--- src/rtl/core/prts_pkg.sv ---
// ----------------------------------------------------------------------------
// prts_pkg
// Shared types and constants of the priority ready-table scheduler.
// ----------------------------------------------------------------------------
package prts_pkg;

    localparam int PRIO_W   = 5;
    localparam int ID_W     = 4;
    localparam int IDX_W    = 6;
    localparam int NEST_W   = 8;
    localparam int STAMP_W  = 8;
    localparam int DISP_W   = 32;
    localparam int LOCK_W   = 8;

    localparam logic [NEST_W-1:0]  NEST_MAX  = 8'd255;
    localparam logic [STAMP_W-1:0] STAMP_MAX = 8'd255;
    localparam logic [LOCK_W-1:0]  LOCK_MAX  = 8'd255;

    // operation codes on the request channel
    typedef enum logic [2:0] {
        MODE_CREATE  = 3'd0,
        MODE_SUSPEND = 3'd1,
        MODE_WAKEUP  = 3'd2,
        MODE_DELETE  = 3'd3,
        MODE_LOCK    = 3'd4,
        MODE_UNLOCK  = 3'd5,
        MODE_REQDEL  = 3'd6
    } mode_e;

    // per-cell command codes
    typedef enum logic [2:0] {
        CMD_NOP,
        CMD_CREATE,
        CMD_SUSPEND,
        CMD_WAKEUP,
        CMD_DELETE,
        CMD_REQDEL,
        CMD_DISPATCH
    } cmd_kind_e;

    // command broadcast to every cell
    typedef struct packed {
        cmd_kind_e         kind;
        logic [IDX_W-1:0]  id;
        logic [PRIO_W-1:0] prio;
        logic              bump;
    } cmd_t;

    // candidate passed along the cell chain
    typedef struct packed {
        logic               valid;
        logic [PRIO_W-1:0]  prio;
        logic [STAMP_W-1:0] stamp;
        logic [IDX_W-1:0]   idx;
    } cand_t;

    // record of one task as seen by the control
    typedef struct packed {
        logic [PRIO_W-1:0] prio;
        logic              ready;
        logic              susp;
        logic [NEST_W-1:0] nest;
        logic              dreq;
        logic [DISP_W-1:0] disp;
    } view_t;

endpackage

--- src/rtl/core/prts_if.sv ---
// ----------------------------------------------------------------------------
// prts_in_if / prts_out_if
// Valid/ready channels for scheduler requests and results.
// ----------------------------------------------------------------------------
interface prts_in_if;
    logic                          valid;
    logic                          ready;
    logic [2:0]                    mode;
    logic [prts_pkg::ID_W-1:0]     task_id;
    logic [prts_pkg::PRIO_W-1:0]   prio;

    modport source (output valid, mode, task_id, prio, input ready);
    modport sink (input valid, mode, task_id, prio, output ready);
endinterface

interface prts_out_if;
    logic                          valid;
    logic                          ready;
    logic [prts_pkg::ID_W-1:0]     current_task;
    logic                          switched;
    logic                          none_ready;
    logic                          current_delete_requested;
    logic [prts_pkg::DISP_W-1:0]   addressed_dispatches;
    logic [prts_pkg::NEST_W-1:0]   addressed_suspend_count;
    logic [prts_pkg::LOCK_W-1:0]   lock_depth;

    modport source (output valid, current_task, switched, none_ready,
                    current_delete_requested, addressed_dispatches,
                    addressed_suspend_count, lock_depth, input ready);
    modport sink (input valid, current_task, switched, none_ready,
                  current_delete_requested, addressed_dispatches,
                  addressed_suspend_count, lock_depth, output ready);
endinterface

--- src/rtl/core/prts_cell.sv ---
// ----------------------------------------------------------------------------
// prts_cell
// One task record plus one stage of the best-candidate chain.
// ----------------------------------------------------------------------------
module prts_cell #(
    parameter int IDX = 0
) (
    input  logic            clk,
    input  logic            rst_n,
    input  prts_pkg::cmd_t  cmd,
    input  prts_pkg::cand_t cand_in,
    output prts_pkg::cand_t cand_out,
    output prts_pkg::view_t view
);

    localparam logic [prts_pkg::IDX_W-1:0] MY_IDX = prts_pkg::IDX_W'(IDX);

    logic [prts_pkg::PRIO_W-1:0]  prio_reg, prio_next;
    logic                         ready_reg, ready_next;
    logic                         susp_reg, susp_next;
    logic [prts_pkg::NEST_W-1:0]  nest_reg, nest_next;
    logic                         dreq_reg, dreq_next;
    logic [prts_pkg::DISP_W-1:0]  disp_reg, disp_next;
    logic [prts_pkg::STAMP_W-1:0] stamp_reg, stamp_next;
    prts_pkg::cand_t              cand_reg, cand_next;
    prts_pkg::cand_t              mine;
    logic                         me;
    logic                         better;

    assign me = (cmd.id == MY_IDX);

    // record update
    always_comb
    begin
        prio_next  = prio_reg;
        ready_next = ready_reg;
        susp_next  = susp_reg;
        nest_next  = nest_reg;
        dreq_next  = dreq_reg;
        disp_next  = disp_reg;
        stamp_next = stamp_reg;
        case (cmd.kind)
            prts_pkg::CMD_CREATE:
                if (me)
                begin
                    prio_next  = cmd.prio;
                    susp_next  = 1'b0;
                    nest_next  = '0;
                    dreq_next  = 1'b0;
                    disp_next  = '0;
                    ready_next = 1'b1;
                    stamp_next = '0;
                end
            prts_pkg::CMD_SUSPEND:
                if (me)
                begin
                    if (nest_reg != prts_pkg::NEST_MAX)
                        nest_next = nest_reg + 1'b1;
                    if (nest_reg == '0)
                    begin
                        susp_next  = 1'b1;
                        ready_next = 1'b0;
                    end
                end
            prts_pkg::CMD_WAKEUP:
                if (me && susp_reg)
                begin
                    nest_next = nest_reg - 1'b1;
                    if (nest_reg == prts_pkg::NEST_W'(1))
                    begin
                        susp_next  = 1'b0;
                        ready_next = 1'b1;
                        stamp_next = '0;
                    end
                end
            prts_pkg::CMD_DELETE:
                if (me && !susp_reg)
                    ready_next = 1'b0;
            prts_pkg::CMD_REQDEL:
                if (me)
                    dreq_next = 1'b1;
            prts_pkg::CMD_DISPATCH:
                if (me)
                    disp_next = disp_reg + 1'b1;
            default:
                ;
        endcase
        // age peers of the same priority when another task turns ready
        if (cmd.bump && !me && ready_reg && prio_reg == cmd.prio
            && stamp_reg != prts_pkg::STAMP_MAX)
            stamp_next = stamp_reg + 1'b1;
    end

    // candidate chain stage: earlier cell wins ties
    always_comb
    begin
        mine.valid = ready_reg;
        mine.prio  = prio_reg;
        mine.stamp = stamp_reg;
        mine.idx   = MY_IDX;
        better = ready_reg && (!cand_in.valid || prio_reg < cand_in.prio
                 || (prio_reg == cand_in.prio && stamp_reg < cand_in.stamp));
        cand_next = better ? mine : cand_in;
    end

    always_ff @(posedge clk or negedge rst_n)
    begin
        if (!rst_n)
        begin
            prio_reg  <= '0;
            ready_reg <= 1'b0;
            susp_reg  <= 1'b0;
            nest_reg  <= '0;
            dreq_reg  <= 1'b0;
            disp_reg  <= '0;
            stamp_reg <= '0;
            cand_reg  <= '0;
        end
        else
        begin
            prio_reg  <= prio_next;
            ready_reg <= ready_next;
            susp_reg  <= susp_next;
            nest_reg  <= nest_next;
            dreq_reg  <= dreq_next;
            disp_reg  <= disp_next;
            stamp_reg <= stamp_next;
            cand_reg  <= cand_next;
        end
    end

    assign cand_out   = cand_reg;
    assign view.prio  = prio_reg;
    assign view.ready = ready_reg;
    assign view.susp  = susp_reg;
    assign view.nest  = nest_reg;
    assign view.dreq  = dreq_reg;
    assign view.disp  = disp_reg;

    // a suspended task is never in the ready table
    assert property (@(posedge clk) disable iff (!rst_n) susp_reg |-> !ready_reg)
        else $error("suspended task marked ready");
    // a suspended task always has a nonzero nesting count
    assert property (@(posedge clk) disable iff (!rst_n) susp_reg |-> nest_reg != '0)
        else $error("suspended task with zero nesting");

endmodule

--- src/rtl/core/priority_ready_table_scheduler.sv ---
// ----------------------------------------------------------------------------
// priority_ready_table_scheduler
// Ready-table task scheduler built from a chain of per-task cells.
// ----------------------------------------------------------------------------
// usage
//   request: valid/ready channel carrying mode, task_id and prio; one
//   transaction is one scheduler operation.
//   result: valid/ready channel, exactly one transaction per request, in
//   order, giving the running task, switch flag, ready/lock status and the
//   addressed task's dispatch and suspend counts.
// timing
//   an operation without a reschedule goes through ST_APPLY and ST_RESULT to
//   the result register; a reschedule adds ST_SWEEP and ST_DECIDE, since the
//   best candidate ripples through the cell chain one cell per cycle.
//   one operation is in flight at a time; a new request is taken as soon as
//   the control is idle, even while the previous result waits.
// reset
//   rst_n clears every task record, the lock depth and the running task
//   (task 0); no result is pending after reset.
// stall
//   a result held by the receiver keeps the next operation waiting in its
//   final step until the result register frees up.
// ----------------------------------------------------------------------------
module priority_ready_table_scheduler #(
    parameter int NUM_TASKS      = 16,
    parameter int NUM_PRIORITIES = 32
) (
    input  logic       clk,
    input  logic       rst_n,
    prts_in_if.sink    request,
    prts_out_if.source result
);

    localparam int CNT_W = $clog2(NUM_TASKS + 1);
    localparam logic [6:0] PRIO_MAX = 7'(NUM_PRIORITIES - 1);

    typedef enum logic [2:0] {
        ST_IDLE,
        ST_APPLY,
        ST_SWEEP,
        ST_DECIDE,
        ST_RESULT
    } state_t;

    state_t                        state_reg;
    logic [2:0]                    mode_reg;
    logic [prts_pkg::ID_W-1:0]     id_reg;
    logic [prts_pkg::PRIO_W-1:0]   prio_reg;
    logic [prts_pkg::ID_W-1:0]     running_reg;
    logic [prts_pkg::LOCK_W-1:0]   lock_reg, lock_next;
    logic                          switched_reg;
    logic [CNT_W-1:0]              cnt_reg;
    logic                          out_valid_reg;
    logic [prts_pkg::ID_W-1:0]     out_task_reg;
    logic                          out_sw_reg;
    logic                          out_none_reg;
    logic                          out_dreq_reg;
    logic [prts_pkg::DISP_W-1:0]   out_disp_reg;
    logic [prts_pkg::NEST_W-1:0]   out_nest_reg;
    logic [prts_pkg::LOCK_W-1:0]   out_lock_reg;

    prts_pkg::cmd_t                cmd;
    prts_pkg::cand_t               chain [NUM_TASKS+1];
    prts_pkg::view_t               views [NUM_TASKS];
    prts_pkg::view_t               addr_view;
    prts_pkg::view_t               run_view;
    logic [NUM_TASKS-1:0]          match;
    logic                          hit;
    logic                          any_ready;
    logic                          resched;
    logic                          addressed;
    logic                          accept;
    logic                          load_out;
    logic [prts_pkg::PRIO_W-1:0]   prio_sat;
    prts_pkg::cand_t               best;

    assign accept = request.valid && request.ready;
    assign request.ready = (state_reg == ST_IDLE);
    assign prio_sat = ({2'b00, request.prio} > PRIO_MAX) ? PRIO_MAX[prts_pkg::PRIO_W-1:0]
                                                         : request.prio;

    // task cells
    assign chain[0] = '0;
    for (genvar i = 0; i < NUM_TASKS; i++)
    begin : g_cell
        prts_cell #(.IDX(i)) u_cell (
            .clk      (clk),
            .rst_n    (rst_n),
            .cmd      (cmd),
            .cand_in  (chain[i]),
            .cand_out (chain[i+1]),
            .view     (views[i])
        );
    end
    assign best = chain[NUM_TASKS];

    // addressed and running task records
    always_comb
    begin
        addr_view = '0;
        run_view  = '0;
        any_ready = 1'b0;
        for (int i = 0; i < NUM_TASKS; i++)
        begin
            match[i] = ({2'b00, id_reg} == prts_pkg::IDX_W'(i));
            if (match[i])
                addr_view = views[i];
            if ({2'b00, running_reg} == prts_pkg::IDX_W'(i))
                run_view = views[i];
            any_ready = any_ready | views[i].ready;
        end
    end
    assign hit = |match;

    // command to the cells, lock update and reschedule request
    always_comb
    begin
        cmd.kind = prts_pkg::CMD_NOP;
        cmd.id   = {2'b00, id_reg};
        cmd.prio = prio_reg;
        cmd.bump = 1'b0;
        lock_next = lock_reg;
        resched   = 1'b0;
        if (state_reg == ST_APPLY)
        begin
            unique case (mode_reg)
                prts_pkg::MODE_CREATE:
                begin
                    cmd.kind = prts_pkg::CMD_CREATE;
                    cmd.bump = hit;
                end
                prts_pkg::MODE_SUSPEND:
                begin
                    cmd.kind = prts_pkg::CMD_SUSPEND;
                    resched  = hit && addr_view.nest == '0 && id_reg == running_reg;
                end
                prts_pkg::MODE_WAKEUP:
                begin
                    cmd.kind = prts_pkg::CMD_WAKEUP;
                    cmd.prio = addr_view.prio;
                    resched  = hit && addr_view.susp
                               && addr_view.nest == prts_pkg::NEST_W'(1);
                    cmd.bump = resched;
                end
                prts_pkg::MODE_DELETE:
                begin
                    cmd.kind = prts_pkg::CMD_DELETE;
                    resched  = hit && id_reg == running_reg;
                end
                prts_pkg::MODE_LOCK:
                    if (lock_reg != prts_pkg::LOCK_MAX)
                        lock_next = lock_reg + 1'b1;
                prts_pkg::MODE_UNLOCK:
                    if (lock_reg != '0)
                    begin
                        lock_next = lock_reg - 1'b1;
                        resched   = (lock_reg == prts_pkg::LOCK_W'(1));
                    end
                prts_pkg::MODE_REQDEL:
                    cmd.kind = prts_pkg::CMD_REQDEL;
                default:
                    ;
            endcase
        end
        else if (state_reg == ST_DECIDE && best.valid
                 && best.idx != {2'b00, running_reg})
        begin
            cmd.kind = prts_pkg::CMD_DISPATCH;
            cmd.id   = best.idx;
        end
    end

    assign addressed = hit && mode_reg != prts_pkg::MODE_LOCK
                       && mode_reg != prts_pkg::MODE_UNLOCK && mode_reg != 3'd7;
    assign load_out  = (state_reg == ST_RESULT) && (!out_valid_reg || result.ready);

    // control sequencer and result register
    always_ff @(posedge clk or negedge rst_n)
    begin
        if (!rst_n)
        begin
            state_reg     <= ST_IDLE;
            mode_reg      <= '0;
            id_reg        <= '0;
            prio_reg      <= '0;
            running_reg   <= '0;
            lock_reg      <= '0;
            switched_reg  <= 1'b0;
            cnt_reg       <= '0;
            out_valid_reg <= 1'b0;
            out_task_reg  <= '0;
            out_sw_reg    <= 1'b0;
            out_none_reg  <= 1'b0;
            out_dreq_reg  <= 1'b0;
            out_disp_reg  <= '0;
            out_nest_reg  <= '0;
            out_lock_reg  <= '0;
        end
        else
        begin
            if (result.ready && out_valid_reg && !load_out)
                out_valid_reg <= 1'b0;
            unique case (state_reg)
                ST_IDLE:
                    if (accept)
                    begin
                        mode_reg     <= request.mode;
                        id_reg       <= request.task_id;
                        prio_reg     <= prio_sat;
                        switched_reg <= 1'b0;
                        state_reg    <= ST_APPLY;
                    end
                ST_APPLY:
                begin
                    lock_reg <= lock_next;
                    cnt_reg  <= CNT_W'(NUM_TASKS - 1);
                    if (resched && lock_next == '0)
                        state_reg <= ST_SWEEP;
                    else
                        state_reg <= ST_RESULT;
                end
                ST_SWEEP:
                begin
                    cnt_reg <= cnt_reg - 1'b1;
                    if (cnt_reg == '0)
                        state_reg <= ST_DECIDE;
                end
                ST_DECIDE:
                begin
                    if (cmd.kind == prts_pkg::CMD_DISPATCH)
                    begin
                        running_reg  <= best.idx[prts_pkg::ID_W-1:0];
                        switched_reg <= 1'b1;
                    end
                    state_reg <= ST_RESULT;
                end
                ST_RESULT:
                    if (load_out)
                    begin
                        out_valid_reg <= 1'b1;
                        out_task_reg  <= running_reg;
                        out_sw_reg    <= switched_reg;
                        out_none_reg  <= !any_ready;
                        out_dreq_reg  <= run_view.dreq;
                        out_disp_reg  <= addressed ? addr_view.disp : '0;
                        out_nest_reg  <= addressed ? addr_view.nest : '0;
                        out_lock_reg  <= lock_reg;
                        state_reg     <= ST_IDLE;
                    end
                default:
                    state_reg <= ST_IDLE;
            endcase
        end
    end

    assign result.valid                    = out_valid_reg;
    assign result.current_task             = out_task_reg;
    assign result.switched                 = out_sw_reg;
    assign result.none_ready               = out_none_reg;
    assign result.current_delete_requested = out_dreq_reg;
    assign result.addressed_dispatches     = out_disp_reg;
    assign result.addressed_suspend_count  = out_nest_reg;
    assign result.lock_depth               = out_lock_reg;

    // a reschedule sweep only runs with the scheduler unlocked
    assert property (@(posedge clk) disable iff (!rst_n)
        state_reg == ST_SWEEP |-> lock_reg == '0)
        else $error("sweep while locked");
    // at most one cell answers to a task id
    assert property (@(posedge clk) disable iff (!rst_n) $onehot0(match))
        else $error("several cells match one id");
    // a switch always lands on a ready task
    assert property (@(posedge clk) disable iff (!rst_n)
        result.valid && result.switched |-> !result.none_ready)
        else $error("switch reported with no ready task");

endmodule

--- src/flat_wrapper.sv ---
// flat-port wrapper written by rule: the top's interface ports become plain ports
module priority_ready_table_scheduler_flat 
#(
    parameter int NUM_TASKS      = 16,
    parameter int NUM_PRIORITIES = 32
)
  (clk, rst_n, request_valid, request_mode, request_task_id, request_prio, request_ready, result_valid, result_current_task, result_switched, result_none_ready, result_current_delete_requested, result_addressed_dispatches, result_addressed_suspend_count, result_lock_depth, result_ready);
  prts_in_if request_i ();
  prts_out_if result_i ();
  input  logic clk;
  input  logic rst_n;
  input wire logic [$bits(request_i.valid)-1:0] request_valid;
  input wire logic [$bits(request_i.mode)-1:0] request_mode;
  input wire logic [$bits(request_i.task_id)-1:0] request_task_id;
  input wire logic [$bits(request_i.prio)-1:0] request_prio;
  output wire logic [$bits(request_i.ready)-1:0] request_ready;
  output wire logic [$bits(result_i.valid)-1:0] result_valid;
  output wire logic [$bits(result_i.current_task)-1:0] result_current_task;
  output wire logic [$bits(result_i.switched)-1:0] result_switched;
  output wire logic [$bits(result_i.none_ready)-1:0] result_none_ready;
  output wire logic [$bits(result_i.current_delete_requested)-1:0] result_current_delete_requested;
  output wire logic [$bits(result_i.addressed_dispatches)-1:0] result_addressed_dispatches;
  output wire logic [$bits(result_i.addressed_suspend_count)-1:0] result_addressed_suspend_count;
  output wire logic [$bits(result_i.lock_depth)-1:0] result_lock_depth;
  input wire logic [$bits(result_i.ready)-1:0] result_ready;
  assign request_i.valid = request_valid;
  assign request_i.mode = request_mode;
  assign request_i.task_id = request_task_id;
  assign request_i.prio = request_prio;
  assign request_ready = request_i.ready;
  assign result_valid = result_i.valid;
  assign result_current_task = result_i.current_task;
  assign result_switched = result_i.switched;
  assign result_none_ready = result_i.none_ready;
  assign result_current_delete_requested = result_i.current_delete_requested;
  assign result_addressed_dispatches = result_i.addressed_dispatches;
  assign result_addressed_suspend_count = result_i.addressed_suspend_count;
  assign result_lock_depth = result_i.lock_depth;
  assign result_i.ready = result_ready;
  priority_ready_table_scheduler #(.NUM_TASKS(NUM_TASKS), .NUM_PRIORITIES(NUM_PRIORITIES)) u_core (.clk(clk), .rst_n(rst_n), .request(request_i), .result(result_i));
endmodule
--- config.mk ---
export PLATFORM = sky130hd
export DESIGN_NAME = priority_ready_table_scheduler_flat
export DESIGN_NICKNAME = d
export VERILOG_FILES = /design/src/rtl/core/prts_pkg.sv /design/src/rtl/core/prts_if.sv /design/src/rtl/core/prts_cell.sv /design/src/rtl/core/priority_ready_table_scheduler.sv /design/src/flat_wrapper.sv
export SDC_FILE = /design/constraint.sdc
export NUM_CORES = 2
export LEC_CHECK = 0
export ABC_AREA = 1
export BUFFER_PORTS_ARGS = -buffer_cell sky130_fd_sc_hd__buf_2
export CAP_MARGIN = 0
export CORE_MARGIN = 4
export CORE_UTILIZATION = 50
export DETAILED_ROUTE_END_ITERATION = 10
export PLACE_DENSITY = 0.68
export SETUP_SLACK_MARGIN = 0.02
export SYNTH_ARGS = -nofsm -noshare
export SYNTH_HDL_FRONTEND = slang
export SYNTH_SLANG_ARGS = --single-unit
--- constraint.sdc ---
create_clock -name clk -period 2.9 [get_ports clk]
set_input_delay 0.29 -clock clk [delete_from_list [all_inputs] [get_ports clk]]
set_output_delay 0.29 -clock clk [all_outputs]
set_load 0.05 [all_outputs]
# Word-level counts from Yosys, hierarchy flattened
# Cells that the tools add are included.
# word_totals
regBits	1292
in_bits	16
out_inout_bits	57
word_cells	1525
# op_classes
n_addsub	67
n_lt_le_gt_ge	30
eq_ne	344
mux	492
n_bitwise	15
reduce_logical	387
# op_table
cell	n
2-to-1 mux 32 bit	33
one-hot mux 32 bit (2 select lines)	16
2-to-1 mux 8 bit	116
2-to-1 mux 48 bit	16
2-to-1 mux 33 bit	16
adder 32 x 1 -> 32 bit, second input constant	16
one-hot mux 8 bit (3 select lines)	16
2-to-1 mux 20 bit	16
!= test 2 bit, second input constant	146
one-hot mux 8 bit (2 select lines)	17
adder 8 x 1 -> 8 bit, second input constant	33
!= test 8 bit, second input constant	33
2-to-1 mux 1 bit	183
== test 5 bit	31
!= test 3 bit, second input constant	51
== test 8 x 1 -> 1 bit, second input constant	18
logical NOT 8 bit	18
logical AND 1 bit	141
subtractor 8 x 1 -> 8 bit, second input constant	17
less-than comparator 8 bit	15
AND reduction 7 bit	16
AND reduction 3 bit	34
AND reduction 6 bit	16
AND reduction 5 bit	16
other kinds (39)	305

# Logic depth before layout (Yosys ltp)
# logic_depth
depth_word	27
depth_mapped	25
ltp_nobuf	23

# Modules after synthesis
# Synthesis repeated with hierarchy kept, for this count alone.
# hier_totals
hier_cells	12604
area_unflattened_um2	87321.2
# by_module_without_submodules
mod	n_inst	cells_each	area_per_inst_um2	seq_area_each_um2
prts_cell at u_core.g_cell[10].u_cell ...	3	679	4844.6	1901.8
prts_cell at u_core.g_cell[13].u_cell ...	2	697	4888.4	1901.8
priority_ready_table_scheduler	1	1654	9744.3	2227.1
prts_cell at u_core.g_cell[1].u_cell ...	2	688	4837.1	1901.8
prts_cell at u_core.g_cell[4].u_cell	1	681	4890.9	1901.8
prts_cell at u_core.g_cell[8].u_cell	1	683	4872.2	1901.8
prts_cell at u_core.g_cell[12].u_cell	1	687	4869.7	1901.8
prts_cell at u_core.g_cell[15].u_cell	1	683	4865.9	1901.8
prts_cell at u_core.g_cell[7].u_cell	1	684	4850.9	1901.8
prts_cell at u_core.g_cell[11].u_cell	1	685	4843.4	1901.8
prts_cell at u_core.g_cell[3].u_cell	1	683	4807.1	1901.8
prts_cell at u_core.g_cell[9].u_cell	1	684	4807.1	1901.8
prts_cell at u_core.g_cell[0].u_cell	1	673	4784.6	1901.8

# Worst setup path before layout
# No wires, ideal clock.
# synth_timing
path_kind	reg2reg
from	reg u_core.id_reg[2] in the netlist's numbering
to	reg u_core.g_cell[11].u_cell.stamp_reg[0] in the netlist's numbering
setup_time_ps	120
arrival_ps	2601
t_required_ps	2780
setup_slack_ps	178
stages_incl_launch_ff	24
path_buffers	3
synth_period_minus_slack_ps	2722
path_cell_list	dfrtp_1 -> buf_2 -> inv_1 -> nand2_2 -> nor2_2 -> inv_2 -> buf_4 -> nor2_1 -> nor2_1 -> nand4_1 -> nand2_1 -> nand4_1 -> nand2_1 -> nand4_1 -> nand2_2 -> clkbuf_1 -> nand3_1 -> nand2_1 -> nor2_1 -> nand3_1 -> nor2_2 -> nand2_2 -> nand3_1 -> nand2_1
# synth_via
elab_chain_len	27
word_cells_on_any_way	55
classes_between	eq/ne (21); mux (22); reduce/logical (12)
# synth_lines
item	line_no	text
start, declared	priority_ready_table_scheduler.sv:47	logic [prts_pkg::ID_W-1:0] id_reg;
start signal, assigned	priority_ready_table_scheduler.sv:208	id_reg <= request.task_id;
logical NOT 4 bit	priority_ready_table_scheduler.sv:105	match[i] = ({2'b00, id_reg} == prts_pkg::IDX_W'(i));
2-to-1 mux 48 bit (16 in a row)	priority_ready_table_scheduler.sv:106	if (match[i])
== test 8 x 1 -> 1 bit / logical AND 1 bit (equally long branches)	priority_ready_table_scheduler.sv:142, priority_ready_table_scheduler.sv:141	
logical AND 1 bit	priority_ready_table_scheduler.sv:142	&& addr_view.nest == prts_pkg::NEST_W'(1);
one-hot mux 1 bit (2 select lines)	priority_ready_table_scheduler.sv:126	unique case (mode_reg)
2-to-1 mux 6 bit	priority_ready_table_scheduler.sv:124	if (state_reg == ST_APPLY)
logical AND 1 bit (3 in a row)	prts_cell.sv:89	if (cmd.bump && !me && ready_reg && prio_reg == cmd.prio
logical AND 1 bit	prts_cell.sv:90	&& stamp_reg != prts_pkg::STAMP_MAX)
!= test 3 bit (no source line) / nonzero test 3 bit (equally long branches)	-	
AND reduction 4 bit (no source line)	-	
end signal, assigned	prts_cell.sv:127	stamp_reg <= stamp_next;
end, declared	prts_cell.sv:24	logic [prts_pkg::STAMP_W-1:0] stamp_reg, stamp_next;
# Several ways; a longest one is shown, not always the timed one.
# A chain may end at the register's enable or synchronous reset.

# Worst setup path in the final report
# layout_timing
from	reg u_core.id_reg[1] in the netlist's numbering
to	reg u_core.g_cell[0].u_cell.stamp_reg[0] in the netlist's numbering
# layout_via
elab_chain_len	27
word_cells_on_any_way	55
classes_between	eq/ne (20); mux (22); reduce/logical (13)
# layout_lines
item	line_no
logical NOT 4 bit	priority_ready_table_scheduler.sv:105
2-to-1 mux 48 bit (16 in a row)	priority_ready_table_scheduler.sv:106
== test 8 x 1 -> 1 bit / logical AND 1 bit (equally long branches)	priority_ready_table_scheduler.sv:142, priority_ready_table_scheduler.sv:141
logical AND 1 bit	priority_ready_table_scheduler.sv:142
one-hot mux 1 bit (2 select lines)	priority_ready_table_scheduler.sv:126
2-to-1 mux 6 bit	priority_ready_table_scheduler.sv:124
logical AND 1 bit (3 in a row)	prts_cell.sv:89
logical AND 1 bit	prts_cell.sv:90
!= test 3 bit (no source line) / nonzero test 3 bit (equally long branches)	-
AND reduction 4 bit (no source line)	-
end signal, assigned	prts_cell.sv:127
end, declared	prts_cell.sv:24
# Several ways; a longest one is shown, not always the timed one.

==> qor.txt <==
Initial core utilization: 50.36%
Outcome: finished with violations
Vias/cell: 5.812
Global-route wire length before repair: 436.2 mm
Antenna-violating nets left: 0
Critical Path Sink Type: register
Fin nets: 11800
Syn Nets: 10876
H-tree levels: 4
Final setup violation count: 450
Clk Latency, worst-skew pair: 800 ps
FF+latch count, synth: 1245
Top cell type by total area after synthesis: dfrtp_1
WL/cell: 20.71 µm
Max FFs per register: 512
Global-route usage over all layers: 33.77%
Final Hold Viols: 0
Maxcap violations: 0
Area contributors post-synth: dfrtp_1, nand2_1, inv_1
Post-Route Setup TNS: -94880 ps
CTS tree: yes
Die height: 404.6 µm
Power Dens Cells: 768.8 nW/µm²
Drt first pass iters: 8
Final min period: 3455 ps
TritonCTS buffer count: 147
Clock tree sinks: 1245
Pre-CTS WS: -767.1 ps
Worst EP required: 3570 ps
Sequential share of the synthesized area: 39.61%
Maximum buffer depth of the clock tree: 3
Routability cong.: 1.030
Core area: 156200 µm²
Placement Rows: 145
Worst-path clk slew: 70 ps
Ys Warns: 0
Leakage Power: 41.95 nW
Post-Syn Area: 78660 µm²
RSZ-0062 raised after global routing: true
Cell variety after synth: 66
CP startpoint kind: register
VDD IR max: 0.7420 mV
Pin count of the biggest net entering global routing: 120
Worst Path Arrival: 4120 ps
Residual DRC: 0
Syn avg cell area: 7.436 µm²
Final period utilization: 119.2%
Initial antenna violation count: 6
Maximum clock frequency: 0.2894 GHz
Via count: 79516
Hpwl dp: 216.4 mm
Vias in the first global route: 76082
Total grt overflow: 0
Max-slew violations: 0
Top FF cell, synth: dfrtp_1
Top-area cell type share of the netlist area: 39.61%
I/O pin count: 73
Post-Route WL: 283.4 mm
Fillers: 13871
Fraction of layout cells with a size suffix above 1: 16.04%
Worst Hold Class: primary input to async pin
Critical setup path kind: register to register
Number of flops mapped to enable cells by yosys: 0
Port bufs: 72
Power Total: 74.20 mW
Slew HR: 31.02%
Die width: 404.6 µm
Measured slew at the worst slew-check pin: 1035 ps
Async set-reset flop share out of synthesis: 100.0%
Root buf cell: clkbuf_16
Failing checks: negative setup slack
Syn-to-layout area delta: 22.72%
Die area: 163700 µm²
Post-Syn Instances: 10578
Setup Skew: 27.87 ps
Iter 0 DRT Violations: 8241
Critical-path maximum fanout: 10
Final worst slack: -555.4 ps
cell families (layout without fill, tap and decap cells):
family                   count (synthesis)  count (layout)  share of synthesized area (%)
AND/OR/NAND/NOR                       4930            4930                          27.97
AO/OA/AOI/OAI                         1904            1904                          14.18
buffers and inverters                 1738            2779                          8.418
flip-flops                            1245            1245                          39.61
XOR/XNOR                               476             476                          5.300
adder cells (fa/ha/maj)                282             282                          4.486
multiplexers                             3               3                        0.03977
other                                    0               4                              0
per-stage QoR:
| stage | hold slack (ps) | util, % | instance area (µm²) | std cells |
|---|---|---|---|---|
| floorplan | -5.591 | - | 78660 | 10578 |
| global placement | 301.0 | 56.92 | 88920 | 13349 |
| detailed placement | 290.0 | 56.92 | 88920 | 13349 |
| CTS | 5.251 | 61.23 | 95650 | 13662 |
| global route | 87.12 | 61.79 | 96520 | 13677 |
| finish | 49.44 | 61.79 | 96530 | 13681 |
cell type report:
type	count	area, µm²	share of cell area [%]
Timing Repair Buffer	1150	9978	10.34
Sequential cell	1245	31160	32.28
Antenna cell	4	10.01	0.01037
Clock buffer	199	4177	4.327
Clock inverter	67	1001	1.037
Multi-Input combinational cell	7595	42480	44.01
Inverter	1363	5142	5.328
Tap cell	2058	2575	2.668
synth_stat cells, types with 31 or more instances:
cell	n
nand2_1	2405
inv_1	1315
dfrtp_1	1245
o21ai_0	824
nor2_1	689
nand3_1	647
nor3_1	458
a21oi_1	442
xor2_1	431
ha_1	282
nand4_1	280
clkbuf_1	277
o31ai_1	238
nor4_1	230
o22ai_1	92
or2_2	53
buf_2	50
nand3b_1	45
xnor2_1	45
buf_1	42
o2111ai_1	41
a31oi_1	39
inv_2	37
o211ai_1	33
nor2_2	31
o221ai_1	31
layout by cell type, fill, tap and decap left out, types with 71 or more instances in the layout:
cell,instances
a21oi_1,397
buf_12,93
buf_2,71
buf_4,924
clkbuf_16,151
dfrtp_1,1241
ha_1,282
inv_1,1307
nand2_1,2363
nand3_1,586
nand4_1,280
nor2_1,628
nor3_1,455
nor4_1,230
o21ai_0,795
o22ai_1,82
o31ai_1,236
xor2_1,431
worst max-delay path: stages (launching register included):
cell and delay [ps]:
dfrtp_2 510, nor2_4 90, nand2_4 140, buf_12 120, inv_1 80, nand2_1 70
o21ai_0 80, a21oi_1 230, nand4_1 190, nor2_2 210, nand4_1 160, nand2_1 150
nand3_2 80, nand2_1 60, nand2_1 50, nand2_1 70, nor2_2 50, nand2_2 90
a21oi_4 60, buf_12 170, buf_4 140, buf_16 160, buf_4 170, nand3b_1 90
nand2_1 60
final timing paths:
path / depth (start not counted) / from / slack (ps) / end
worst max-delay path: 24 / u_core.id_reg[1] / -560 / u_core.g_cell[0].u_cell.stamp_reg[0]
min in group clk: 3 / request_task_id[1] / 80 / u_core.id_reg[1]
worst min register to register: 2 / u_core.g_cell[2].u_cell.cand_out[1] / 430 / u_core.g_cell[3].u_cell.cand_out[1]
max in group asynchronous: 4 / rst_n / 1670 / u_core.g_cell[1].u_cell.cand_out[19]
worst max register to register: 24 / u_core.id_reg[1] / -560 / u_core.g_cell[0].u_cell.stamp_reg[0]
worst min-delay path: 2 / rst_n / 50 / u_core.g_cell[12].u_cell.disp_reg[30]
what timing repair did:
action	in CTS	in global routing
setup endpoints to repair	752	760
pin swaps	71	115
resized for setup	264	175
endpoints found under the hold margin	170	1
hold buffers	13	1
setup buffers	29	15
gates cloned	5	2
power by group:
part	total (mW)	switching [mW]	internal (mW)	leakage [nW]
registers	22.1	2.22	19.9	16.9
logic	32.1	20.2	11.9	22.5
clock network	20.0	8.14	11.9	2.54
total	74.2	30.5	43.7	42.0
routing by layer:
layer | vias to the layer above | part of all wire (%) | GRT usage [%]
met4 | 6 | 4.7 | 13.77
met5 | - | 0.015 | 0
met2 | 3474 | 46 | 54.57
met1 | 37934 | 41 | 45.60
met3 | 710 | 8.2 | 5.074
li1 | 37392 | - | -
Power figures use the tool's default switching activity.
